--- src/hdl/utf8d_pkg.sv ---
// Package with shared types and constants for the UTF-8 stream decoder.
`timescale 1ns / 1ps
`default_nettype none

package utf8d_pkg;

	// Input beat: one raw byte and the end-of-buffer flag.
	typedef struct packed {
		logic [7:0] data_byte;
		logic       end_of_buffer;
	} utf8d_in_t;

	// Result beat.
	typedef struct packed {
		logic [30:0] code_point;
		logic        is_error;
		logic        buffer_done;
		logic [15:0] char_count;
	} utf8d_out_t;

	// Sequence state carried between bytes; the character count travels separately.
	typedef struct packed {
		logic [2:0]  bytes_remaining;
		logic [2:0]  sequence_length;
		logic [7:0]  lead_byte;
		logic        second_pending;
		logic [30:0] accumulator;
		logic        discarding;
	} utf8d_state_t;

	// What the decode step hands to the result register.
	typedef struct packed {
		logic       emit;
		utf8d_out_t res;
	} utf8d_emit_t;

	// Lead byte boundaries.
	localparam logic [7:0] LEAD_ASCII_END = 8'h80;
	localparam logic [7:0] LEAD_CONT_END  = 8'hC0;
	localparam logic [7:0] LEAD2_END      = 8'hE0;
	localparam logic [7:0] LEAD3_END      = 8'hF0;
	localparam logic [7:0] LEAD4_END      = 8'hF8;
	localparam logic [7:0] LEAD5_END      = 8'hFC;
	localparam logic [7:0] LEAD6_END      = 8'hFE;

	// Payload masks for each lead length.
	localparam logic [7:0] MASK_LEAD2 = 8'h1F;
	localparam logic [7:0] MASK_LEAD3 = 8'h0F;
	localparam logic [7:0] MASK_LEAD4 = 8'h07;
	localparam logic [7:0] MASK_LEAD5 = 8'h03;
	localparam logic [7:0] MASK_LEAD6 = 8'h01;
	localparam logic [7:0] MASK_CONT  = 8'h3F;
	localparam logic [7:0] MASK_TOP2  = 8'hC0;
	localparam logic [7:0] CONT_TAG   = 8'h80;
	localparam logic [7:0] MASK_C0C1  = 8'hFE;
	localparam logic [7:0] OVERLONG2  = 8'hC0;

	// Leads whose second byte needs the overlong check.
	localparam logic [7:0] LEAD_E0 = 8'hE0;
	localparam logic [7:0] LEAD_F0 = 8'hF0;
	localparam logic [7:0] LEAD_F8 = 8'hF8;
	localparam logic [7:0] LEAD_FC = 8'hFC;

	localparam logic [2:0] MAX_SHORT_LEN = 3'd3;

	// Register map.
	localparam int unsigned PADDR_BITS = 3;
	localparam logic [PADDR_BITS-1:0] ADDR_LIMIT3 = 3'd0;

endpackage

`default_nettype wire

--- src/hdl/utf8d_step.sv ---
// Combinational decode of one byte against the current sequence state.
`timescale 1ns / 1ps
`default_nettype none

module utf8d_step #(
	parameter int COUNT_BITS = 16
) (
	input  utf8d_pkg::utf8d_in_t    beat,
	input  utf8d_pkg::utf8d_state_t st,
	input  logic [COUNT_BITS-1:0]   count,
	input  logic                    limit3,
	output utf8d_pkg::utf8d_state_t st_nxt,
	output logic [COUNT_BITS-1:0]   count_nxt,
	output utf8d_pkg::utf8d_emit_t  out
);
	import utf8d_pkg::*;

	logic [7:0]            b;
	logic                  eob;
	logic [2:0]            nb;
	logic [7:0]            mask;
	logic                  bad_lead;
	logic [7:0]            ol_mask;
	logic [30:0]           acc_shift;
	logic [2:0]            rem_dec;
	logic [COUNT_BITS-1:0] count_inc;
	logic [31:0]           cnt_old_ext;
	logic [31:0]           cnt_inc_ext;

	assign b   = beat.data_byte;
	assign eob = beat.end_of_buffer;

	// Saturating increment of the character count.
	assign count_inc   = (&count) ? count : count + COUNT_BITS'(1);
	assign cnt_old_ext = 32'(count);
	assign cnt_inc_ext = 32'(count_inc);

	// Lead byte classification.
	always_comb begin
		nb       = 3'd0;
		mask     = 8'h00;
		bad_lead = 1'b0;
		if (b < LEAD2_END) begin
			nb   = 3'd2;
			mask = MASK_LEAD2;
		end else if (b < LEAD3_END) begin
			nb   = 3'd3;
			mask = MASK_LEAD3;
		end else if (b < LEAD4_END) begin
			nb   = 3'd4;
			mask = MASK_LEAD4;
		end else if (b < LEAD5_END) begin
			nb   = 3'd5;
			mask = MASK_LEAD5;
		end else if (b < LEAD6_END) begin
			nb   = 3'd6;
			mask = MASK_LEAD6;
		end else begin
			bad_lead = 1'b1;
		end
	end

	// Overlong mask for the second byte, chosen by the stored lead.
	always_comb begin
		ol_mask = 8'h00;
		if (st.lead_byte == LEAD_E0) begin
			ol_mask = LEAD_E0;
		end else if (st.lead_byte == LEAD_F0) begin
			ol_mask = LEAD_F0;
		end else if (st.lead_byte == LEAD_F8) begin
			ol_mask = LEAD_F8;
		end else if (st.lead_byte == LEAD_FC) begin
			ol_mask = LEAD_FC;
		end
	end

	assign acc_shift = {st.accumulator[24:0], b[5:0]};
	assign rem_dec   = st.bytes_remaining - 3'd1;

	// Next state and result for this byte.
	always_comb begin
		logic err;
		logic chr;
		logic [30:0] cp;
		err       = 1'b0;
		chr       = 1'b0;
		cp        = '0;
		st_nxt    = st;
		count_nxt = count;
		out       = '0;

		if (st.discarding) begin
			if (eob) begin
				st_nxt    = '0;
				count_nxt = '0;
			end
		end else if (st.bytes_remaining == 3'd0) begin
			if (b < LEAD_ASCII_END) begin
				chr = 1'b1;
				cp  = 31'(b);
			end else if (b < LEAD_CONT_END || bad_lead) begin
				err = 1'b1;
			end else if (limit3 && nb > MAX_SHORT_LEN) begin
				err = 1'b1;
			end else if ((b & MASK_C0C1) == OVERLONG2) begin
				err = 1'b1;
			end else if (eob) begin
				// Truncated: lead byte closes the buffer.
				err = 1'b1;
			end else begin
				st_nxt.bytes_remaining = nb - 3'd1;
				st_nxt.sequence_length = nb;
				st_nxt.lead_byte       = b;
				st_nxt.second_pending  = 1'b1;
				st_nxt.accumulator     = 31'(b & mask);
			end
		end else begin
			if ((b & MASK_TOP2) != CONT_TAG) begin
				err = 1'b1;
			end else if (st.second_pending && ol_mask != 8'h00
					&& (b & ol_mask) == CONT_TAG) begin
				err = 1'b1;
			end else if (rem_dec == 3'd0) begin
				chr = 1'b1;
				cp  = acc_shift;
			end else if (eob) begin
				err = 1'b1;
			end else begin
				st_nxt.second_pending  = 1'b0;
				st_nxt.accumulator     = acc_shift;
				st_nxt.bytes_remaining = rem_dec;
			end
		end

		// Error beat: ends the buffer and drops the rest unless this byte ended it.
		if (err) begin
			out.emit            = 1'b1;
			out.res.is_error    = 1'b1;
			out.res.buffer_done = 1'b1;
			out.res.char_count  = cnt_old_ext[15:0];
			st_nxt              = '0;
			st_nxt.discarding   = !eob;
			count_nxt           = '0;
		end

		// Character beat.
		if (chr) begin
			out.emit               = 1'b1;
			out.res.code_point     = cp;
			out.res.buffer_done    = eob;
			out.res.char_count     = cnt_inc_ext[15:0];
			st_nxt.bytes_remaining = '0;
			st_nxt.sequence_length = '0;
			st_nxt.second_pending  = 1'b0;
			st_nxt.accumulator     = '0;
			count_nxt              = count_inc;
			if (eob) begin
				st_nxt    = '0;
				count_nxt = '0;
			end
		end
	end

endmodule

`default_nettype wire

--- src/hdl/utf8d_outreg.sv ---
// Result register that holds a beat until the consumer takes it.
`timescale 1ns / 1ps
`default_nettype none

module utf8d_outreg (
	input  logic                   clk,
	input  logic                   arst_n,
	input  logic                   load,
	input  utf8d_pkg::utf8d_emit_t step,
	output logic                   can_load,
	output logic                   out_valid,
	input  logic                   out_ready,
	output utf8d_pkg::utf8d_out_t  out_data
);
	import utf8d_pkg::*;

	logic       valid_q;
	utf8d_out_t data_q;

	// Free when empty or when the waiting beat leaves this cycle.
	assign can_load  = !valid_q || out_ready;
	assign out_valid = valid_q;
	assign out_data  = data_q;

	// Valid flag.
	always_ff @(posedge clk or negedge arst_n) begin
		if (!arst_n) begin
			valid_q <= 1'b0;
		end else if (load) begin
			valid_q <= step.emit;
		end else if (out_ready) begin
			valid_q <= 1'b0;
		end
	end

	// Payload.
	always_ff @(posedge clk) begin
		if (load && step.emit) begin
			data_q <= step.res;
		end
	end

endmodule

`default_nettype wire

--- src/hdl/utf8_stream_decoder_core.sv ---
// Top level of the UTF-8 stream decoder: input register, decode step, result register, APB.
//
//  Channel  Direction  Handshake          Beat
//  in       sink       in_valid/in_ready  utf8d_in_t  (data_byte, end_of_buffer)
//  out      source     out_valid/out_ready utf8d_out_t (code_point, is_error, buffer_done,
//                                         char_count)
//  apb      slave      psel/penable       limit_to_three_bytes at address 0
//
// One byte is taken per cycle unless the result register stalls; each result is registered.
// The decode of a byte is a single pass through the step logic between the input
// register and the result register, with the sequence state updated in the same cycle.
// Reset clears the sequence state, the count and the mode register.
// A stalled result register holds the byte in the input register, and in_ready stays low
// until the result register can take a beat again.
`timescale 1ns / 1ps
`default_nettype none

module utf8_stream_decoder_core #(
	parameter int COUNT_BITS = 16
) (
	input  logic                                clk,
	input  logic                                arst_n,
	input  logic                                in_valid,
	output logic                                in_ready,
	input  utf8d_pkg::utf8d_in_t                in_data,
	output logic                                out_valid,
	input  logic                                out_ready,
	output utf8d_pkg::utf8d_out_t               out_data,
	input  logic                                psel,
	input  logic                                penable,
	input  logic                                pwrite,
	input  logic [utf8d_pkg::PADDR_BITS-1:0]    paddr,
	input  logic [31:0]                         pwdata,
	output logic [31:0]                         prdata,
	output logic                                pready
);
	import utf8d_pkg::*;

	logic                  limit3_q;
	logic                  valid_s1;
	utf8d_in_t             beat_s1;
	utf8d_state_t          st_q;
	utf8d_state_t          st_nxt;
	logic [COUNT_BITS-1:0] count_q;
	logic [COUNT_BITS-1:0] count_nxt;
	utf8d_emit_t           step;
	logic                  can_load;
	logic                  advance;

	// Configuration port.
	assign pready = 1'b1;
	assign prdata = (paddr == ADDR_LIMIT3) ? {31'd0, limit3_q} : 32'd0;

	always_ff @(posedge clk or negedge arst_n) begin
		if (!arst_n) begin
			limit3_q <= 1'b0;
		end else if (psel && penable && pwrite && paddr == ADDR_LIMIT3) begin
			limit3_q <= pwdata[0];
		end
	end

	// Input register: a byte moves on when the result register can take its beat.
	assign advance  = valid_s1 && can_load;
	assign in_ready = !valid_s1 || can_load;

	always_ff @(posedge clk or negedge arst_n) begin
		if (!arst_n) begin
			valid_s1 <= 1'b0;
		end else if (in_ready) begin
			valid_s1 <= in_valid;
		end
	end

	always_ff @(posedge clk) begin
		if (in_ready && in_valid) begin
			beat_s1 <= in_data;
		end
	end

	// Decode step.
	utf8d_step #(
		.COUNT_BITS(COUNT_BITS)
	) u_step (
		.beat      (beat_s1),
		.st        (st_q),
		.count     (count_q),
		.limit3    (limit3_q),
		.st_nxt    (st_nxt),
		.count_nxt (count_nxt),
		.out       (step)
	);

	// Sequence state and character count.
	always_ff @(posedge clk or negedge arst_n) begin
		if (!arst_n) begin
			st_q    <= '0;
			count_q <= '0;
		end else if (advance) begin
			st_q    <= st_nxt;
			count_q <= count_nxt;
		end
	end

	// Result register.
	utf8d_outreg u_outreg (
		.clk       (clk),
		.arst_n    (arst_n),
		.load      (advance),
		.step      (step),
		.can_load  (can_load),
		.out_valid (out_valid),
		.out_ready (out_ready),
		.out_data  (out_data)
	);

	// An error beat never carries a code point and always closes the buffer.
	a_err_beat: assert property (@(posedge clk) disable iff (!arst_n)
		out_valid && out_data.is_error |-> out_data.code_point == '0
			&& out_data.buffer_done)
		else $error("error beat with code point or without buffer end");

	// An error that does not end the buffer puts the decoder into discard.
	a_err_discard: assert property (@(posedge clk) disable iff (!arst_n)
		advance && step.emit && step.res.is_error && !beat_s1.end_of_buffer
			|=> st_q.discarding)
		else $error("error without end of buffer did not start discarding");

	// No beat comes out while bytes are being dropped.
	a_discard_quiet: assert property (@(posedge clk) disable iff (!arst_n)
		advance && st_q.discarding |-> !step.emit)
		else $error("beat produced while discarding");

	// At most five continuation bytes are ever awaited.
	a_rem_range: assert property (@(posedge clk) disable iff (!arst_n)
		st_q.bytes_remaining <= 3'd5)
		else $error("continuation count out of range");

	// A waiting result holds the input byte in place.
	a_stall_hold: assert property (@(posedge clk) disable iff (!arst_n)
		valid_s1 && out_valid && !out_ready |=> valid_s1 && $stable(beat_s1))
		else $error("input byte lost during output stall");

endmodule

`default_nettype wire

--- config.mk ---
export PLATFORM = sky130hd
export DESIGN_NAME = utf8_stream_decoder_core
export DESIGN_NICKNAME = d
export VERILOG_FILES = /design/src/hdl/utf8d_pkg.sv /design/src/hdl/utf8d_step.sv /design/src/hdl/utf8d_outreg.sv /design/src/hdl/utf8_stream_decoder_core.sv
export SDC_FILE = /design/constraint.sdc
export NUM_CORES = 1
export LEC_CHECK = 0
export BUFFER_PORTS_ARGS = -buffer_cell sky130_fd_sc_hd__clkbuf_2
export CAP_MARGIN = 5
export CORE_AREA = 2 2 109 111
export CTS_BUF_LIST = sky130_fd_sc_hd__clkbuf_4
export CTS_CLUSTER_SIZE = 16
export DETAILED_ROUTE_END_ITERATION = 10
export DIE_AREA = 0 0 111 113
export GPL_TIMING_DRIVEN = 1
export PLACE_DENSITY = 0.88
export SETUP_SLACK_MARGIN = 0.3
export SLEW_MARGIN = 10
export SYNTH_ARGS = -nofsm -noshare
export SYNTH_HDL_FRONTEND = slang
export SYNTH_HIERARCHICAL = 1
export SYNTH_SLANG_ARGS = --single-unit
--- constraint.sdc ---
create_clock -name clk -period 4.45 [get_ports clk]
set_input_delay 0.6675 -clock clk [delete_from_list [all_inputs] [get_ports clk]]
set_output_delay 0.6675 -clock clk [all_outputs]
set_load 0.02 [all_outputs]
==> results of run 1 <==
## sequential cells by signal, indices dropped and copies added, names as in the netlist
| register | cells |
|---|---|
| beat_s1 | 9 |
| u_outreg/out_data | 49 |
| st_q | 38 |
| u_outreg/out_valid | 1 |
| limit3_q | 1 |
| count_q | 16 |
| valid_s1 | 1 |
## worst min path at each step
stage	endpoint	slack, ns
6_report	count_q[7]$_DFFE_PN0P_	0.27
5_1_grt	beat_s1[6]$_DFFE_PP_	0.28
4_1_cts	beat_s1[7]$_DFFE_PP_	0.28
3_5_place_dp	st_q[20]$_DFFE_PN0P_	0.52
3_3_place_gp	st_q[20]$_DFFE_PN0P_	0.51
2_1_floorplan	count_q[0]$_DFFE_PN0P_	0.37
## area by class of cell
type                            count  area (um2)
Clock buffer                       19         143
Antenna cell                        1        2.50
Inverter                           17        63.8
Tap cell                          143         179
Timing Repair Buffer               80         423
Multi-Input combinational cell    408        2810
Sequential cell                   115        3170
Fill cell                         905        4310
Clock inverter                     13         181
## power groups by stage
| stage | Clock (W) | Combinational [W] | Sequential (W) |
|---|---|---|---|
| after global routing | 0.000929 | 0.00132 | 0.00151 |
| after floorplan | 0 | 0.000792 | 0.00163 |
| after detailed placement | 0 | 0.00122 | 0.00151 |
| final | 0.000865 | 0.00123 | 0.00149 |
| after CTS | 0.000882 | 0.00122 | 0.00149 |
| after global placement | 0 | 0.00119 | 0.00150 |
## cell usage in the layout, fill, tap and decap left out, drive strengths merged, types with 5 or more instances in the layout
cell    count
mux2       56
a211oi      5
conb       32
buf         9
and2       30
ha          6
a21oi      31
nor2       19
clkbuf     90
nand2      47
nand3      19
nand2b      7
o21ai      25
clkinv      5
nor3       13
o31ai       9
or3         5
a22o       23
and3        6
inv        19
nor4       10
edfxtp     58
nand4       6
dfrtp      57
## stage by stage
| step | area, um2 | hold slack [ns] | total power (W) | setup slack [ns] |
|---|---|---|---|---|
| after detailed placement | 6640 | 0.522 | 0.00273 | 1.28 |
| after floorplan | 6480 | 0.372 | 0.00242 | 1.76 |
| after CTS | 6960 | 0.276 | 0.00359 | 1.26 |
| after global placement | 6640 | 0.506 | 0.00268 | 1.35 |
| after global routing | 6970 | 0.277 | 0.00376 | 0.991 |
| final | 6970 | 0.274 | 0.00358 | 1.19 |
## per-layer routing
metal | share of wire [%] | GRT usage [%]
met1 | 41 | 28.8
met2 | 49 | 38.6
met3 | 7.3 | 4.82
met4 | 2.4 | 10.4
met5 | 0 | 0
## worst register-to-register path: stages (launching register included)
cell      delay, ns
dfrtp_1        0.48
inv_1          0.12
ha_1           0.21
nand2b_1       0.29
nor2_1         0.29
o21a_1         0.44
nand2_1        0.44
o21ai_2        0.52
a21oi_1        0.09
mux2_2         0.27
==> run summary, run 1 <==
Max-slew headroom at the worst pin = 42.2%
Global-route wire length before repair = 22,900 um
Antenna Violating Nets Remaining = 0
Num CTS Buffers = 17
H-tree depth = 4
Total grt overflow = 0
Post-Syn Instances = 575
Worst path cell trace = inv_1 -> ha_1 -> nand2b_1 -> nor2_1 -> o21a_1 -> nand2_1 -> o21ai_2 -> a21oi_1 -> mux2_2
Internal power = 0.00220 W
Residual DRC count = 0
Area Overhead vs Synth = 9.33%
Clock period minus worst slack = 3.26 ns
Max VDD drop = 251 uV
Final setup vio count = 0
DRT Pass-1 Iters = 5
Starting Density = 56.5%
Leakage Power = 2.97 nW
Util after Layout = 61.8%
Post-CTS setup buffers = 0
Part of the cycle the worst path needs = 73.3%
CTS tree = built
Outcome = completed
Layout cells sized above 1 = 28.8%
IO Count = 135
Clock power share = 24.1%
Reg2Reg Depth = 9
Peak Freq = 0.307 GHz
Req. time, crit path = 4.86 ns
Die Ht = 113 um
Setup TNS = 0 ns
Placed cell count = 763
Critical Path Sink = st_q[39]$_DFFE_PN0P_
CP Buf/Inv Count = 1
Ys Warns = 6
GR Util All Layers = 22.9%
CTS Hold Bufs = 0
Vias per inst = 6.04
Number of max-cap violations = 0
Mapped Avg Cell Area = 11.1 um2
Worst-path fanout max = 11
Hold Crit Class = primary input to asynchronous set/reset pin
Skew-Pair Late Insertion Delay = 0.53 ns
Total die area = 12,500 um2
Hpwl dp = 9350 um
Final hold vios = 0
RSZ-0062 raised after global routing = no
Least-Margin Pin Slew = 0.859 ns
Drt initial violations = 558
Via count = 4,804
Pwr Density = 514 nW/um2
Clock-pin slew on the worst setup and hold paths = 0.11 ns
WL/cell = 17.7 um
Worst R2R End = st_q[39]$_DFFE_PN0P_
Combinational Power Share = 34.4%
Routed WL = 14,100 um
Chip width = 111 um
Startpoint types = register
Post-CTS Resized = 0
Clock sinks = 115
Critical Path Max Stage Delay = 0.52 ns
Final Skew = 0.0173 ns
Psw = 0.00138 W
Slowest CP cell = o21ai_2
# rows = 39
CP Data Arrival Time = 3.67 ns
Switching Fraction = 38.7%
Synthesized cell area = 6370 um2
Clock buffer depth = 2
Final Wtd Congestion = 0.881
Final Max Tran Viols = 0
Clock root cell = clkbuf_4
Worst Path Class, Setup = register to register
Initial antenna violation count = 1
Final Non-Filler Cells = 796
Crit. End Element = register
Levels on crit path = 9
Vias in the first global route = 4,703
Largest net degree at the start of global routing = 58
Crit path from = st_q[44]$_DFFE_PN0P_
Core Region = 11,300 um2
Worst reg2reg setup slack = 1.19 ns
Nets = 696
Flop pwr share = 41.5%
Port buffer count = 71
Top delay family on crit path = compound AO/OA/AOI/OAI gates
RR Startpoint = st_q[44]$_DFFE_PN0P_
Power figures use the tool's default switching activity.
==> run 2, diff against run 1 <==
CORE_AREA = 2 2 112 114   (was 2 2 109 111)
DIE_AREA = 0 0 114 116   (was 0 0 111 113)
PLACE_DENSITY = 0.84   (was 0.88)
clock period = 3.2 ns   (was 4.45 ns; I/O delays follow)
==> run 2 against run 1 <==
Sequential power rose by 38%. Clock skew fell by 0.0011 ns. Register-to-register slack got worse by 0.78 ns. Utilization fell by 2.0 points. Hold slack got worse by 0.18 ns. Worst setup slack got worse by 0.78 ns. Cell area rose by 2.2%. Non-clock buffer count rose by 14. Maximum frequency rose by 17%. Power rose by 44%. Cell count rose by 2.1%. Via count rose by 2.2%. Critical path type unchanged. Largest power group unchanged.
==> run summary, run 2 (synthesis results as in run 1) <==
Outcome = completed
Critical Path Max Stage Delay = 0.60 ns
Worst path cell trace = or4_4 -> o221a_4 -> a22oi_4 -> o31ai_4 -> inv_2 -> and2_4 -> buf_4
RSZ-0062 raised after global routing = no
Part of the cycle the worst path needs = 87.1%
Fillers = 927
Crit. End Element = register
Req. time, crit path = 3.47 ns
Num CTS Buffers = 17
Clock period minus worst slack = 2.79 ns
WL/cell = 17.3 um
Starting Density = 53.5%
Area occupied by multi-input gates = 2830 um2
Commonest non-fill, non-tap cell in the layout = clkbuf_2
Hold Crit Class = primary input to asynchronous set/reset pin
Port buffer count = 71
Max-slew headroom at the worst pin = 32.2%
Final hold vios = 0
Max VDD drop = 317 uV
Antenna Violating Nets Remaining = 0
IO Count = 135
Antenna Cells = 0
DRT Pass-1 Iters = 6
Skew-Pair Late Insertion Delay = 0.55 ns
Util after Layout = 59.8%
Setup TNS = 0 ns
Startpoint types = register
Vias per inst = 6.04
CTS tree = built
Most frequent cells in the layout = clkbuf_2 (70), edfxtp_1 (58), dfrtp_1 (56)
Area Overhead vs Synth = 11.7%
Hpwl dp = 9600 um
CTS Hold Bufs = 0
Core Region = 11,900 um2
Clock buffer depth = 2
Residual DRC count = 0
Clock sinks = 115
GR Util All Layers = 22.1%
Layout cells sized above 1 = 31.1%
Initial antenna violation count = 0
Vias in the first global route = 4,728
Nets = 710
H-tree depth = 4
Routed WL = 14,000 um
Slowest CP cell = or4_4
Reg2Reg Depth = 7
Global-route wire length before repair = 22,700 um
Max reg flops = 49
Total die area = 13,200 um2
# rows = 40
Peak Freq = 0.359 GHz
Final Max Tran Viols = 0
Via count = 4,911
Least-Margin Pin Slew = 1.02 ns
Worst-path fanout max = 18
Final Skew = 0.0162 ns
Number of max-cap violations = 0
Reg area = 3170 um2
Pwr Density = 725 nW/um2
Leakage Power = 3.03 nW
Chip width = 114 um
Largest net degree at the start of global routing = 44
Final setup vio count = 0
Clock root cell = clkbuf_4
Clock-pin slew on the worst setup and hold paths = 0.11 ns
Total grt overflow = 0
Die Ht = 116 um
Drt initial violations = 620
CP Data Arrival Time = 3.06 ns
Final Wtd Congestion = 0.981
Worst Path Class, Setup = register to register
-- run 2: changes by cell type in the layout (fill, tap and decap cells not counted), moves of 2 or more --
| cell | previous run | this run |
|---|---|---|
| clkinvlp_4 | 2 | 4 |
| clkinv_2 | 4 | 2 |
| clkbuf_4 | 19 | 17 |
| clkinv_4 | 0 | 2 |
| buf_4 | 9 | 22 |
-- run 2: what timing repair did --
action / in CTS / in global routing
gates resized for setup: 2 / 5
buffers inserted: 0 / 1
pin swaps: 0 / 1
endpoints found under the setup margin: 37 / 50
-- run 2: cell type report --
class / count / share of cell area [%]
Clock inverter: 15 / 2.86
Sequential cell: 115 / 44.5
Multi-Input combinational cell: 408 / 39.8
Tap cell: 147 / 2.58
Timing Repair Buffer: 94 / 7.59
Clock buffer: 17 / 1.79
Inverter: 17 / 0.896
-- run 2: stage by stage --
stage	hold slack, ns	cell area, um2	total power (W)	setup WS, ns	instances
floorplan	0.184	6480	0.00336	0.513	605
global placement	0.506	6750	0.00384	0.325	780
detailed placement	0.523	6750	0.00390	0.243	780
CTS	0.0782	7100	0.00514	0.327	812
global route	0.0705	7120	0.00541	0.338	813
finish	0.0915	7120	0.00516	0.411	813
-- run 2: layer usage --
layer	global-route usage, %	up-vias	wire length [um]	share of wire (%)
li1	-	2235	-	-
met1	26.9	2329	5520	39
met2	36.8	293	6860	49
met3	5.18	54	1210	8.6
met4	11.9	0	438	3.1
met5	0	-	0	0
-- run 2: path summary, 6_finish.rpt --
kind / endpoint / startpoint / slack [ns]
worst max-delay path: u_outreg/out_data[23]$_DFFE_PP_ / beat_s1[6]$_DFFE_PP_ / 0.41
worst min-delay path: count_q[6]$_DFFE_PN0P_ / arst_n / 0.09
worst max register to register: u_outreg/out_data[23]$_DFFE_PP_ / beat_s1[6]$_DFFE_PP_ / 0.41
worst min register to register: count_q[12]$_DFFE_PN0P_ / count_q[12]$_DFFE_PN0P_ / 0.55
max in group asynchronous: st_q[18]$_DFFE_PN0P_ / arst_n / 2.39
min in group clk: beat_s1[1]$_DFFE_PP_ / in_data[1] / 0.10
-- run 2: critical path: cells and delay by family (launching register included) --
kind	cells	cell delay [ns]
compound gates	3	0.69
simple gates	2	0.94
buf+inv	2	0.33
flops	1	0.56
-- run 2: where the power goes --
group | total, W | switching (W) | internal, W | leakage (nW)
clock network | 0.00122 | 0.000600 | 0.000625 | 0.165
logic | 0.00187 | 0.00122 | 0.000651 | 1.52
registers | 0.00206 | 0.000173 | 0.00189 | 1.34
